<file path="src/color_tag_rewriter_defines.svh">
// Assertion macros shared by the color tag rewriter RTL.
// Needs i_clk and i_rst_n in the scope where a macro is used.
`ifndef COLOR_TAG_REWRITER_DEFINES_SVH
`define COLOR_TAG_REWRITER_DEFINES_SVH

// Same-cycle implication, checked outside reset.
`define CTR_ASSERT_IMP(lbl, ante, cons, msg) \
    lbl: assert property (@(posedge i_clk) disable iff (!i_rst_n) (ante) |-> (cons)) \
        else $error(msg);

// Next-cycle implication, checked outside reset.
`define CTR_ASSERT_NXT(lbl, ante, cons, msg) \
    lbl: assert property (@(posedge i_clk) disable iff (!i_rst_n) (ante) |=> (cons)) \
        else $error(msg);

`endif

</file>
<file path="src/ctr_pkg.sv">
// Shared types and byte-generation functions for the color tag rewriter.
// No dependencies.
`default_nettype none

package ctr_pkg;

    localparam logic [7:0] CH_LT = 8'h3C;  // '<'
    localparam logic [7:0] CH_C  = 8'h63;  // 'c'
    localparam logic [7:0] CH_GT = 8'h3E;  // '>'
    localparam logic [7:0] CH_F  = 8'h46;  // 'F', both digits of the fixed alpha 0xFF

    typedef enum logic [1:0] {
        K_PASS = 2'd0,   // one byte through
        K_BRK  = 2'd1,   // '<' then the breaking byte
        K_LIT  = 2'd2,   // '<' 'c' R G B then the breaking byte
        K_HEX  = 2'd3    // "<c" RRGGBBFF ">"
    } t_kind;

    typedef struct packed {
        t_kind      kind;
        logic [7:0] data;
        logic [7:0] red;
        logic [7:0] grn;
        logic [7:0] blu;
    } t_job;

    function automatic logic [3:0] job_len(input t_kind kind);
        logic [3:0] len;
        unique case (kind)
            K_PASS:  len = 4'd1;
            K_BRK:   len = 4'd2;
            K_LIT:   len = 4'd6;
            K_HEX:   len = 4'd11;
            default: len = 4'd1;
        endcase
        return len;
    endfunction

    function automatic logic [7:0] hex_char(input logic [3:0] nib);
        logic [7:0] ch;
        if (nib < 4'd10) begin
            ch = 8'h30 + {4'd0, nib};
        end else begin
            ch = 8'h37 + {4'd0, nib};
        end
        return ch;
    endfunction

    function automatic logic [7:0] job_byte(input t_job job, input logic [3:0] idx);
        logic [7:0] ch;
        ch = job.data;
        unique case (job.kind)
            K_PASS: begin
                ch = job.data;
            end
            K_BRK: begin
                ch = (idx == 4'd0) ? CH_LT : job.data;
            end
            K_LIT: begin
                unique case (idx)
                    4'd0:    ch = CH_LT;
                    4'd1:    ch = CH_C;
                    4'd2:    ch = job.red;
                    4'd3:    ch = job.grn;
                    4'd4:    ch = job.blu;
                    default: ch = job.data;
                endcase
            end
            K_HEX: begin
                unique case (idx)
                    4'd0:    ch = CH_LT;
                    4'd1:    ch = CH_C;
                    4'd2:    ch = hex_char(job.red[7:4]);
                    4'd3:    ch = hex_char(job.red[3:0]);
                    4'd4:    ch = hex_char(job.grn[7:4]);
                    4'd5:    ch = hex_char(job.grn[3:0]);
                    4'd6:    ch = hex_char(job.blu[7:4]);
                    4'd7:    ch = hex_char(job.blu[3:0]);
                    4'd8:    ch = CH_F;
                    4'd9:    ch = CH_F;
                    default: ch = CH_GT;
                endcase
            end
            default: ch = job.data;
        endcase
        return ch;
    endfunction

endpackage

`default_nettype wire

</file>
<file path="src/ctr_tag_parser.sv">
// Tag recognizer: tracks the tag phase, collects the color bytes and
// describes the output run each accepted byte causes. Uses ctr_pkg.
`default_nettype none
`include "color_tag_rewriter_defines.svh"

module ctr_tag_parser (
    input  wire logic        i_clk,
    input  wire logic        i_rst_n,
    input  wire logic        i_fire,
    input  wire logic [7:0]  i_byte,
    input  wire logic        i_eos,
    output logic             o_emit,
    output ctr_pkg::t_job    o_job
);
    import ctr_pkg::*;

    typedef enum logic [5:0] {
        PH_IDLE = 6'b000001,
        PH_LT   = 6'b000010,
        PH_C0   = 6'b000100,
        PH_C1   = 6'b001000,
        PH_C2   = 6'b010000,
        PH_GT   = 6'b100000
    } t_phase;

    t_phase     r_phase, n_phase;
    logic [7:0] r_red, r_grn, r_blu;
    logic [7:0] n_red, n_grn, n_blu;
    logic       emit;
    t_kind      kind;

    always_comb begin
        n_phase = r_phase;
        n_red   = r_red;
        n_grn   = r_grn;
        n_blu   = r_blu;
        emit    = 1'b0;
        kind    = K_PASS;
        unique case (r_phase)
            PH_LT: begin
                if (i_byte == CH_C) begin
                    n_phase = PH_C0;
                end else begin
                    emit    = 1'b1;
                    kind    = K_BRK;
                    n_phase = PH_IDLE;
                end
            end
            PH_C0: begin
                n_red   = i_byte;
                n_phase = PH_C1;
            end
            PH_C1: begin
                n_grn   = i_byte;
                n_phase = PH_C2;
            end
            PH_C2: begin
                n_blu   = i_byte;
                n_phase = PH_GT;
            end
            PH_GT: begin
                emit    = 1'b1;
                kind    = (i_byte == CH_GT) ? K_HEX : K_LIT;
                n_phase = PH_IDLE;
            end
            default: begin
                if (i_byte == CH_LT) begin
                    n_phase = PH_LT;
                end else begin
                    emit    = 1'b1;
                    n_phase = PH_IDLE;
                end
            end
        endcase
        // end of stream drops whatever tag is pending
        if (i_eos) begin
            n_phase = PH_IDLE;
        end
    end

    always_ff @(posedge i_clk) begin
        if (!i_rst_n) begin
            r_phase <= PH_IDLE;
        end else if (i_fire) begin
            r_phase <= n_phase;
        end
    end

    always_ff @(posedge i_clk) begin
        if (i_fire) begin
            r_red <= n_red;
            r_grn <= n_grn;
            r_blu <= n_blu;
        end
    end

    assign o_emit     = emit;
    assign o_job.kind = kind;
    assign o_job.data = i_byte;
    assign o_job.red  = r_red;
    assign o_job.grn  = r_grn;
    assign o_job.blu  = r_blu;

    `CTR_ASSERT_NXT(a_phase_hold, !i_fire, $stable(r_phase), "phase moved without a transaction")
    `CTR_ASSERT_NXT(a_eos_idle, i_fire && i_eos, r_phase == PH_IDLE,
        "phase not idle after end of stream")
    `CTR_ASSERT_IMP(a_tag_close, o_emit && (o_job.kind == K_HEX || o_job.kind == K_LIT),
        r_phase == PH_GT, "tag close outside closing phase")

endmodule

`default_nettype wire

</file>
<file path="src/ctr_byte_emitter.sv">
// Output side: holds one pending run and feeds its bytes, one per cycle while the
// output accepts, into the registered output stage. Uses ctr_pkg.
`default_nettype none
`include "color_tag_rewriter_defines.svh"

module ctr_byte_emitter (
    input  wire logic        i_clk,
    input  wire logic        i_rst_n,
    input  wire logic        i_load,
    input  ctr_pkg::t_job    i_job,
    output logic             o_ready,
    output logic             o_valid,
    input  wire logic        i_out_ready,
    output logic [7:0]       o_byte,
    output logic             o_last
);
    import ctr_pkg::*;

    t_job       r_job;
    logic       r_jvld, n_jvld;
    logic [3:0] r_idx, n_idx;
    logic       r_ovld, n_ovld;
    logic [7:0] r_obyte;
    logic       r_olast;
    logic       out_adv;
    logic       job_last;
    logic       mv;

    assign out_adv  = !r_ovld || i_out_ready;
    assign job_last = (r_idx == (job_len(r_job.kind) - 4'd1));
    assign mv       = r_jvld && out_adv;
    // accept a new byte when no run is pending or as the pending run hands over its final byte
    assign o_ready  = !r_jvld || (out_adv && job_last);

    always_comb begin
        n_jvld = r_jvld;
        n_idx  = r_idx;
        n_ovld = r_ovld;
        if (mv) begin
            n_ovld = 1'b1;
            n_idx  = r_idx + 4'd1;
            if (job_last) begin
                n_jvld = 1'b0;
            end
        end else if (i_out_ready) begin
            n_ovld = 1'b0;
        end
        if (i_load) begin
            n_jvld = 1'b1;
            n_idx  = 4'd0;
        end
    end

    always_ff @(posedge i_clk) begin
        if (!i_rst_n) begin
            r_jvld <= 1'b0;
            r_ovld <= 1'b0;
            r_idx  <= 4'd0;
        end else begin
            r_jvld <= n_jvld;
            r_ovld <= n_ovld;
            r_idx  <= n_idx;
        end
    end

    always_ff @(posedge i_clk) begin
        if (i_load) begin
            r_job <= i_job;
        end
        if (mv) begin
            r_obyte <= job_byte(r_job, r_idx);
            r_olast <= job_last;
        end
    end

    assign o_valid = r_ovld;
    assign o_byte  = r_obyte;
    assign o_last  = r_olast;

    `CTR_ASSERT_IMP(a_idx_range, r_jvld, r_idx < job_len(r_job.kind), "run index past its length")
    `CTR_ASSERT_IMP(a_load_free, i_load && r_jvld, mv && job_last, "run overwritten before done")
    `CTR_ASSERT_NXT(a_last_mark, mv && job_last, r_ovld && r_olast, "final byte of run not marked")

endmodule

`default_nettype wire

</file>
<file path="src/color_tag_rewriter.sv">
// Color tag rewriter: a transaction's run passes the run register, then the
// registered output stage. Throughput 1 byte per cycle for plain text while the
// output accepts; a longer run holds the input until its final byte goes out.
// Synchronous active-low reset clears the tag phase and all valid flags.
// Top level; instantiates ctr_tag_parser and ctr_byte_emitter, uses ctr_pkg.
`default_nettype none

module color_tag_rewriter (
    input  wire logic        i_clk,
    input  wire logic        i_rst_n,
    input  wire logic        s_axis_tvalid,
    output logic             s_axis_tready,
    input  wire logic [7:0]  s_axis_tdata,   // [7:0] in_byte
    input  wire logic        s_axis_tlast,   // end_of_stream
    output logic             m_axis_tvalid,
    input  wire logic        m_axis_tready,
    output logic [7:0]       m_axis_tdata,   // [7:0] out_byte
    output logic             m_axis_tlast    // out_last
);
    import ctr_pkg::*;

    logic  fire;
    logic  emit;
    t_job  job;

    assign fire = s_axis_tvalid && s_axis_tready;

    ctr_tag_parser u_parser (
        .i_clk   (i_clk),
        .i_rst_n (i_rst_n),
        .i_fire  (fire),
        .i_byte  (s_axis_tdata),
        .i_eos   (s_axis_tlast),
        .o_emit  (emit),
        .o_job   (job)
    );

    ctr_byte_emitter u_emitter (
        .i_clk       (i_clk),
        .i_rst_n     (i_rst_n),
        .i_load      (fire && emit),
        .i_job       (job),
        .o_ready     (s_axis_tready),
        .o_valid     (m_axis_tvalid),
        .i_out_ready (m_axis_tready),
        .o_byte      (m_axis_tdata),
        .o_last      (m_axis_tlast)
    );

endmodule

`default_nettype wire
</file>
<file path="config.mk">
export PLATFORM = sky130hd
export DESIGN_NAME = color_tag_rewriter
export DESIGN_NICKNAME = d
export VERILOG_FILES = /design/src/ctr_pkg.sv /design/src/ctr_tag_parser.sv /design/src/ctr_byte_emitter.sv /design/src/color_tag_rewriter.sv
export VERILOG_INCLUDE_DIRS = /design/src /design/src/src
export SDC_FILE = /design/constraint.sdc
export NUM_CORES = 1
export LEC_CHECK = 0
export BUFFER_PORTS_ARGS = -buffer_cell sky130_fd_sc_hd__buf_2
export CAP_MARGIN = 0
export CORE_MARGIN = 3
export CORE_UTILIZATION = 55
export DETAILED_ROUTE_END_ITERATION = 8
export PLACE_DENSITY_LB_ADDON = 0.05
export SYNTH_ARGS = -nofsm -noshare
export SYNTH_HDL_FRONTEND = slang
export SYNTH_SLANG_ARGS = --single-unit
</file>
<file path="constraint.sdc">
create_clock -name i_clk -period 2.6 [get_ports i_clk]
set_clock_uncertainty 0.15 [all_clocks]
set_input_delay 0.26 -clock i_clk [delete_from_list [all_inputs] [get_ports i_clk]]
set_output_delay 0.26 -clock i_clk [all_outputs]
set_load 0.01 [all_outputs]
</file>
==> results.tsv, run 1 <==
metric	value	unit
outcome	complete, no violations	
drt_wl_total	10500	um
num_rows	31	
syn_avg_cell_area	10.8	um^2
synth_largest_area_cell	edfxtp_1	
die_w	93.7	um
swShare	24.3	%
power_frac_clock	37.4	%
period_minus_slack	2500	ps
cts_max_path_buffers	2	
instances_no_fill	562	
hpwl	8110	um
r2r_start	u_emitter.r_job[32]$_DFFE_PP_	
dp_cells	544	
grt_max_degree	27	
core_area	7370	um^2
syn_nets	418	
die-height	93.7	um
overflow	0	
cts_made_buffers	9	
reg2regPathDepth	6	
met1_usage	34.9	%
initial_utilization	57.3	%
ys_ff_latch	79	
r2r_slack	110	ps
die_area	8770	um^2
synth_edf_count	67	
ant_nets	0	
drc	0	
holdBufCountCts	0	
tritoncts	built	
p_int	2250	uW
min_path_cells	1	
drt_iter0_drc	384	
stdcell_area	5050	um^2
antenna_found_initial	0	
area.sequential	2250	um^2
hold_path_end	u_parser.r_blu[0]$_DFFE_PP_	
design.portCount	24	
yosysTopAreaCellShare	47.6	%
min_period_over_period	96.0	%
fillers	566	
hold_start	s_axis_tdata[0]	
drv_slew	0	
portBuffers	23	
total_power	2970	uW
cp-end-kind	primary output	
cts_root_buf	clkbuf_8	
clkSlewWorstSetupHoldPaths	80	ps
p_comb_share	12.6	%
avgViaCountPerCell	6.06	
powerDensity	588	nW/um^2
max-slew-margin-rel	53.5	%
synth_area	4230	um^2
multi_input_area	1850	um^2
regToRegEndpoint	u_parser.r_grn[6]$_DFFE_PP_	
power_frac_seq	50.0	%
min_path_type	in2reg	
p_switching	723	uW
grt_pass1_vias	3158	
synth-seq-area-share	53.3	%
crit_fanout	4	
vdd_drop_max	0.000661	V
cts_max_level	3	
drive_gt1_share	22.7	%
grt-busiest-layer	met2	
crit_path_start	u_emitter.r_job[32]$_DFFE_PP_	
grt_pass1_wl	16400	um
critical_path_class	reg2out	
synth_cells	390	
finalHoldViolations	0	
cts.sinks	79	
ys_types	69	
gp_congestion	1.00	
setup_violations	0	
async_flop_share	0	%
synth_ff_type	edfxtp_1	
vias	3405	
fmax	400	MHz
p_leak	0.00191	uW
use_met3	4.97	%
worstSkewPairLatency	340	ps
num-nets-final	486	
synthToLayoutAreaGrowth	19.5	%
met2_usage	39.2	%
crit_path_start_kind	flip-flop	
synthTopCellsByArea	edfxtp_1 (48%), dfxtp_1 (5.7%), ha_1 (4.4%)	
antenna_cells	0	
yosys_warnings	0	
grt_use_total	25.1	%
worst_slew_pin_slew	695	ps
drtPass1Iterations	5	
placed_area	4760	um^2
crit_arrival	2090	ps
wl_per_cell	18.6	um
cp_data_required_time	2190	ps
drv_cap	0	
==> layer usage <==
| layer | share of wire [%] | vias up |
|---|---|---|
| met4 | 2.9 | 0 |
| met2 | 47 | 147 |
| met5 | 0 | - |
| li1 | - | 1615 |
| met3 | 6.6 | 26 |
| met1 | 44 | 1617 |
==> cell usage in the layout (no fill, tap or decap), types with 11 or more instances in the layout <==
cell type,instances
nor2_1,33
inv_1,18
buf_4,47
buf_2,23
nor3_1,11
nand2_1,30
edfxtp_1,67
dfxtp_1,12
a21oi_1,21
ha_1,15
o22ai_1,11
o21ai_0,18
==> sequential cells by signal, indices dropped and copies added (netlist names) <==
| register | cells |
|---|---|
| u_emitter.o_byte | 8 |
| u_emitter.o_last | 1 |
| u_emitter.o_valid | 1 |
| u_emitter.r_idx | 4 |
| u_emitter.r_job | 34 |
| u_emitter.r_jvld | 1 |
| u_parser.r_blu | 8 |
| u_parser.r_grn | 8 |
| u_parser.r_phase | 6 |
| u_parser.r_red | 8 |
==> worst max-delay path: stages, from the launching register on <==
cell and delay (ps):
edfxtp_1 460, ha_1 250, or3_4 350, a2111oi_4 370, nand2b_4 200, buf_2 120
==> what timing repair did <==
item / 4_1_cts / 5_1_grt
resized for setup: 0 / 3
setup endpoints to repair: 0 / 52
setup buffers: 0 / 2
==> cell families after synthesis <==
family,share of synthesized area [%]
DFF,53.3
muxes,0.711
and+or+nand+nor,17.0
adders and majority gates,4.44
AOI/OAI and AO/OA,18.2
buffers and inverters,3.79
xor gates and xnor gates,2.49
==> synthesized netlist by cell type, drive strengths merged (3+ instances only) <==
| cell | n |
|---|---|
| edfxtp | 67 |
| nor2 | 33 |
| nand2 | 32 |
| inv | 23 |
| o21ai | 23 |
| a21oi | 21 |
| ha | 15 |
| dfxtp | 12 |
| nor3 | 11 |
| o22ai | 11 |
| a22oi | 10 |
| nand3 | 10 |
| buf | 9 |
| nor2b | 9 |
| xnor2 | 9 |
| a211oi | 8 |
| or3 | 6 |
| a21o | 5 |
| clkbuf | 5 |
| nand2b | 5 |
| nor4 | 5 |
| a32oi | 4 |
| o41ai | 4 |
| a31oi | 3 |
| and2 | 3 |
| mux2i | 3 |
| nand4 | 3 |
| o211ai | 3 |
| or4 | 3 |
| xor2 | 3 |
==> power groups by stage <==
stage	registers [uW]	logic [uW]	clock network, uW
floorplan	1500	221	0
global placement	1510	354	0
detailed placement	1510	359	0
CTS	1480	361	1130
global route	1490	413	1200
finish	1480	376	1110
==> how the worst max path moves through the flow <==
| stage | to | slack [ps] |
|---|---|---|
| 6_report | s_axis_tready | 100 |
| 4_1_cts | u_parser.r_grn[6]$_DFFE_PP_ | 50 |
| 5_1_grt | s_axis_tready | -2 |
| 3_5_place_dp | u_parser.r_grn[6]$_DFFE_PP_ | 80 |
| 3_3_place_gp | u_emitter.r_job[22]$_DFFE_PP_ | 130 |
| 2_1_floorplan | u_emitter.r_job[0]$_DFFE_PP_ | 30 |
==> metrics by stage <==
step / hold slack [ps] / TNS [ps] / utilization (%) / setup slack, ps
final: 23.4 / 0 / 68.5 / 103
after CTS: 7.67 / 0 / 68.0 / 54.1
after global placement: 251 / 0 / 64.6 / 132
after global routing: 15.7 / -2.15 / 68.5 / -2.15
after detailed placement: 255 / 0 / 64.6 / 75.9
after floorplan: 209 / 0 / - / 28.3
==> layout make-up <==
| class | instances | area share, % |
|---|---|---|
| Clock buffer | 9 | 2.45 |
| Sequential cell | 79 | 44.6 |
| Timing Repair Buffer | 71 | 9.67 |
| Tap cell | 99 | 2.45 |
| Inverter | 23 | 1.76 |
| Clock inverter | 7 | 2.50 |
| Multi-Input combinational cell | 274 | 36.6 |
(Power assumes the default switching activity.)
==> inputs of run 2 (changes only) <==
CELL_PAD_IN_SITES_DETAIL_PLACEMENT = 2   (was unset)
CELL_PAD_IN_SITES_GLOBAL_PLACEMENT = 2   (was unset)
CORE_UTILIZATION = 37   (was 55)
SKIP_CTS_REPAIR_TIMING = 1   (was unset)
==> run 2 against run 1 <==
Effect of this change: die area up 45%; first-iteration DRC count down 58%; maximum frequency down 1.8%; worst setup slack worse by 47 ps; hold slack better by 8.9 ps; routed wire length up 37%; sequential power about the same; cell area up 2.5%; clock power up 14%; non-clock buffer count unchanged; critical path type unchanged.
==> results.tsv, run 2 (synthesis gave the netlist of run 1 again) <==
metric	value	unit	change
outcome	complete, no violations		
p_int	2350	uW	+4.6%
grt_pass1_wl	22200	um	+35%
worstSkewPairLatency	340	ps	about the same
drt_iter0_drc	162		-58%
synthToLayoutAreaGrowth	22.4	%	
r2r_slack	60	ps	-50 ps
p_comb_share	13.1	%	+0.5 points
multi_input_area	1860	um^2	+0.54%
worst_slew_pin_slew	514	ps	-181 ps
cp_data_required_time	2190	ps	about the same
overflow	0		unchanged
period_minus_slack	2540	ps	+46.7 ps
fmax	393	MHz	-1.8%
critical_path_class	reg2out		
hold_ws	32.3	ps	+8.92 ps
drc	0		unchanged
die_area	12700	um^2	+45%
antenna_cells	0		unchanged
portBuffers	23		unchanged
drt_wl_total	14400	um	+37%
swShare	26.0	%	+1.6 points
grt_pass1_vias	3758		+19%
cp-end-kind	primary output		
min_period_over_period	97.8	%	+1.8 points
cts_max_path_buffers	2		unchanged
setup_violations	0		unchanged
drv_cap	0		unchanged
drive_gt1_share	23.3	%	+0.65 points
finalHoldViolations	0		unchanged
initial_utilization	38.5	%	-19 points
mostFrequentLayoutCells	edfxtp_1 (67), buf_4 (45), nor2_1 (33)		
area.sequential	2250	um^2	unchanged
clkSlewWorstSetupHoldPaths	60	ps	-20 ps
drtPass1Iterations	4		-1
gp_congestion	0.901		-10%
vias	3488		+2.4%
power_frac_clock	40.0	%	+2.6 points
grt_max_degree	22		-19%
vdd_drop_max	0.000624	V	-5.6%
antenna_found_initial	0		unchanged
die_w	113	um	+21%
crit_path_start_kind	flip-flop		
cts_root_buf	clkbuf_16		
setup_slack	56.3	ps	-46.7 ps
p_leak	0.00192	uW	+0.71%
die-height	113	um	+21%
fillers	1134		+100%
power_frac_seq	46.9	%	-3.1 points
crit_arrival	2130	ps	+40 ps
min_path_cells	1		unchanged
hpwl	11000	um	+36%
crit_fanout	4		unchanged
num-nets-final	486		unchanged
wl_per_cell	23.8	um	+28%
core_area	11000	um^2	+49%
drv_slew	0		unchanged
final_common_cell	edfxtp_1		
p_switching	825	uW	+14%
cts.sinks	79		unchanged
final.setup.tns	0	ps	unchanged
tritoncts	built		
min_path_type	in2reg		
cts_max_level	3		unchanged
ant_nets	0		unchanged
powerDensity	614	nW/um^2	+4.4%
largest-register	u_emitter.r_job		
reg2regPathDepth	7		+1
num_rows	38		+23%
post-place-ws	-27.1	ps	-103 ps
grt_use_total	23.2	%	-2.0 points
largest_reg_flops	34		unchanged
avgViaCountPerCell	5.78		-4.5%
design.portCount	24		unchanged
cts_made_buffers	9		unchanged
max-slew-margin-rel	65.3	%	+12 points
run 2: cell types whose count changed in the layout (fill, tap and decap cells not counted), moves of 2 or more:
cell and delta:
buf_4 -2, bufinv_16 -2, clkinv_1 +2, clkbuf_8 -9
ha_2 +4, clkbuf_16 +9, inv_6 -2, ha_1 -4
run 2: final cells by class:
class                   count  share of cell area (%)
clock inverters             7                    1.40
well taps                 140                    3.39
multi-input cells         274                    35.9
flip-flops and latches     79                    43.5
clock buffers               9                    4.35
repair buffers             71                    9.75
inverters                  23                    1.72
run 2: routing by layer:
metal	global-route usage [%]	vias to the layer above	wire [um]
met4	8.41	0	251
met1	30.8	1798	6430
met5	0	-	0
met2	38.7	60	7290
met3	3.10	16	402
li1	-	1614	-
run 2: path summary, 6_finish.rpt:
path                            startpoint                            to
max          u_emitter.r_job[32]$_DFFE_PP_                 s_axis_tready
min                        s_axis_tdata[7]   u_parser.r_red[7]$_DFFE_PP_
max reg2reg  u_emitter.r_job[32]$_DFFE_PP_  u_emitter.r_job[3]$_DFFE_PP_
min reg2reg    u_parser.r_blu[5]$_DFFE_PP_  u_emitter.r_job[5]$_DFFE_PP_
run 2: worst max-delay path, stage by stage (launching register included):
cell	delay (ps)
edfxtp_1	450
ha_2	210
or3_4	350
a2111oi_4	400
nand2b_1	220
buf_2	160
run 2: through the flow:
step / total power (uW) / utilization [%] / instances / area (um^2)
2_1_floorplan: 1720 / - / 390 / 4240
3_3_place_gp: 1890 / 43.8 / 584 / 4820
3_5_place_dp: 1920 / 43.8 / 584 / 4820
4_1_cts: 3180 / 46.6 / 600 / 5110
5_1_grt: 3300 / 47.1 / 603 / 5170
6_report: 3180 / 47.1 / 603 / 5170
run 2: power groups by stage:
stage          Combinational [uW]  Sequential [uW]  Clock, uW
3_3_place_gp                  382             1510          0
6_report                      417             1490       1270
5_1_grt                       458             1490       1340
3_5_place_dp                  400             1520          0
2_1_floorplan                 221             1500          0
4_1_cts                       404             1490       1290
==> inputs of run 3 (changes only) <==
RECOVER_POWER = 25   (was unset)
==> run 3 against run 2 <==
Effect of this change: routed wire length shrank 0.39%; non-clock buffer count is the same; maximum frequency fell by 0.41%; register-to-register slack about the same; hold slack better by 16 ps; global-route usage stayed put; combinational power is essentially flat; clock power barely moved; die area is the same; sequential share of layout area grew 0.084 points; sequential power about the same; highest routed layer unchanged.
==> results.tsv, run 3 (synthesis gave the netlist of run 1 again) <==
metric	value	unit	change
area.sequential	2250	um^2	unchanged
max-slew-margin-rel	65.5	%	+0.14 points
avgViaCountPerCell	5.72		-1.1%
num_rows	38		unchanged
synthToLayoutAreaGrowth	22.2	%	
drt-met1-wl	6280	um	-2.3%
fin_util	47.0	%	-0.091 points
highest_layer	met4		
hold_start	i_rst_n		
multi_input_area	1860	um^2	unchanged
worstSkewPairLatency	340	ps	about the same
wl_per_cell	23.7	um	-0.39%
drt_iter0_drc	160		-1.2%
cts_max_path_buffers	2		unchanged
drv_cap	0		unchanged
outcome	complete, no violations		
crit_path_start_kind	flip-flop		
fmax	392	MHz	-0.41%
clkSlewWorstSetupHoldPaths	60	ps	about the same
largest-register	u_emitter.r_job		
wl_met2	7250	um	-0.58%
crit_arrival	2140	ps	about the same
drt_wl_total	14300	um	-0.39%
max_stage_delay	450	ps	about the same
powerDensity	615	nW/um^2	+0.13%
antenna_found_initial	0		unchanged
gp_congestion	0.901		unchanged
num-nets-final	486		unchanged
design.portCount	24		unchanged
crit_chain	ha_2, or3_4, a2111oi_4, nand2b_1, buf_2		
antenna_cells	0		unchanged
instances_no_fill	603		unchanged
min_path_type	in2reg		
grt_pass1_wl	22200	um	unchanged
cp-end-kind	primary output		
overflow	0		unchanged
dp_cells	584		unchanged
min_period_over_period	98.2	%	+0.41 points
ant_nets	0		unchanged
die_w	113	um	unchanged
hpwl	11000	um	unchanged
final_common_cell	edfxtp_1		
crit_path_start	u_emitter.r_job[32]$_DFFE_PP_		
die_area	12700	um^2	unchanged
grt_use_total	23.2	%	unchanged
drive_gt1_share	21.6	%	-1.7 points
vias	3448		-1.1%
finalHoldViolations	0		unchanged
portBuffers	23		unchanged
p_leak	0.00190	uW	-1.1%
cp_data_required_time	2190	ps	about the same
cts_made_buffers	9		unchanged
core_area	11000	um^2	unchanged
die-height	113	um	unchanged
period_minus_slack	2550	ps	+10.6 ps
cpMaxStageDelayCell	edfxtp_1		
cts_root_buf	clkbuf_16		
mostFrequentLayoutCells	edfxtp_1 (67), buf_4 (45), nor2_1 (33)		
vdd_drop_max	0.000628	V	+0.59%
met3WireLength	540	um	+34%
critical_path_class	reg2out		
largest_reg_flops	34		unchanged
crit_fanout	4		unchanged
drc	0		unchanged
setup_violations	0		unchanged
grt_max_degree	22		unchanged
initial_utilization	38.5	%	unchanged
worst_slew_pin_slew	512	ps	-2.13 ps
tritoncts	built		
cts.sinks	79		unchanged
r2r_start	u_emitter.r_job[32]$_DFFE_PP_		
cts_max_level	3		unchanged
drv_slew	0		unchanged
fillers	1140		+0.53%
drtPass1Iterations	4		unchanged
grt_pass1_vias	3758		unchanged
## run 3: stage by stage
step                setup slack (ps)  cell area, um^2  TNS (ps)  power, uW  hold WS, ps
CTS                            -46.2             5110     -1570       3180         27.7
finish                          45.7             5160         0       3170         48.4
global route                   -35.6             5160      -595       3290         60.1
global placement                61.7             4820         0       1890          251
floorplan                       28.3             4240         0       1720          209
detailed placement             -27.1             4820      -754       1920          262
## run 3: area by class of cell
class / count / share of cell area [%]
timing repair buffer: 71 / 9.57
tap: 140 / 3.39
sequential: 79 / 43.6
clock inverter: 7 / 1.41
multi-input combinational: 274 / 35.9
clock buffer: 9 / 4.36
inverter: 23 / 1.72
## run 3: metal layers
| layer | up-vias | global-route usage (%) |
|---|---|---|
| met2 | 58 | 38.7 |
| met4 | 0 | 8.41 |
| li1 | 1612 | - |
| met3 | 16 | 3.10 |
| met1 | 1762 | 30.8 |
| met5 | - | 0 |
## run 3: power by group
| group | internal, uW | leakage (uW) | switching [uW] | total, uW |
|---|---|---|---|---|
| clock network | 745 | 0.000139 | 525 | 1270 |
| registers | 1440 | 0.000727 | 52.0 | 1490 |
| logic | 167 | 0.00103 | 249 | 415 |
| total | 2350 | 0.00190 | 825 | 3170 |
## run 3: final timing paths
path         slack (ps)                          endpoint  cells past startpoint
max                  50                     s_axis_tready                      5
min                  50  u_parser.r_phase[0]$_SDFFE_PN1N_                      2
max reg2reg          50      u_emitter.r_job[3]$_DFFE_PP_                      7
min reg2reg         270      u_emitter.r_job[5]$_DFFE_PP_                      0
## run 3: critical path, delay by kind of cell (launching register included)
kind,cells,cell delay [ps]
adders and majority gates,1,210
buffers and inverters,1,160
DFF,1,450
AOI/OAI and AO/OA,1,400
and+or+nand+nor,2,570
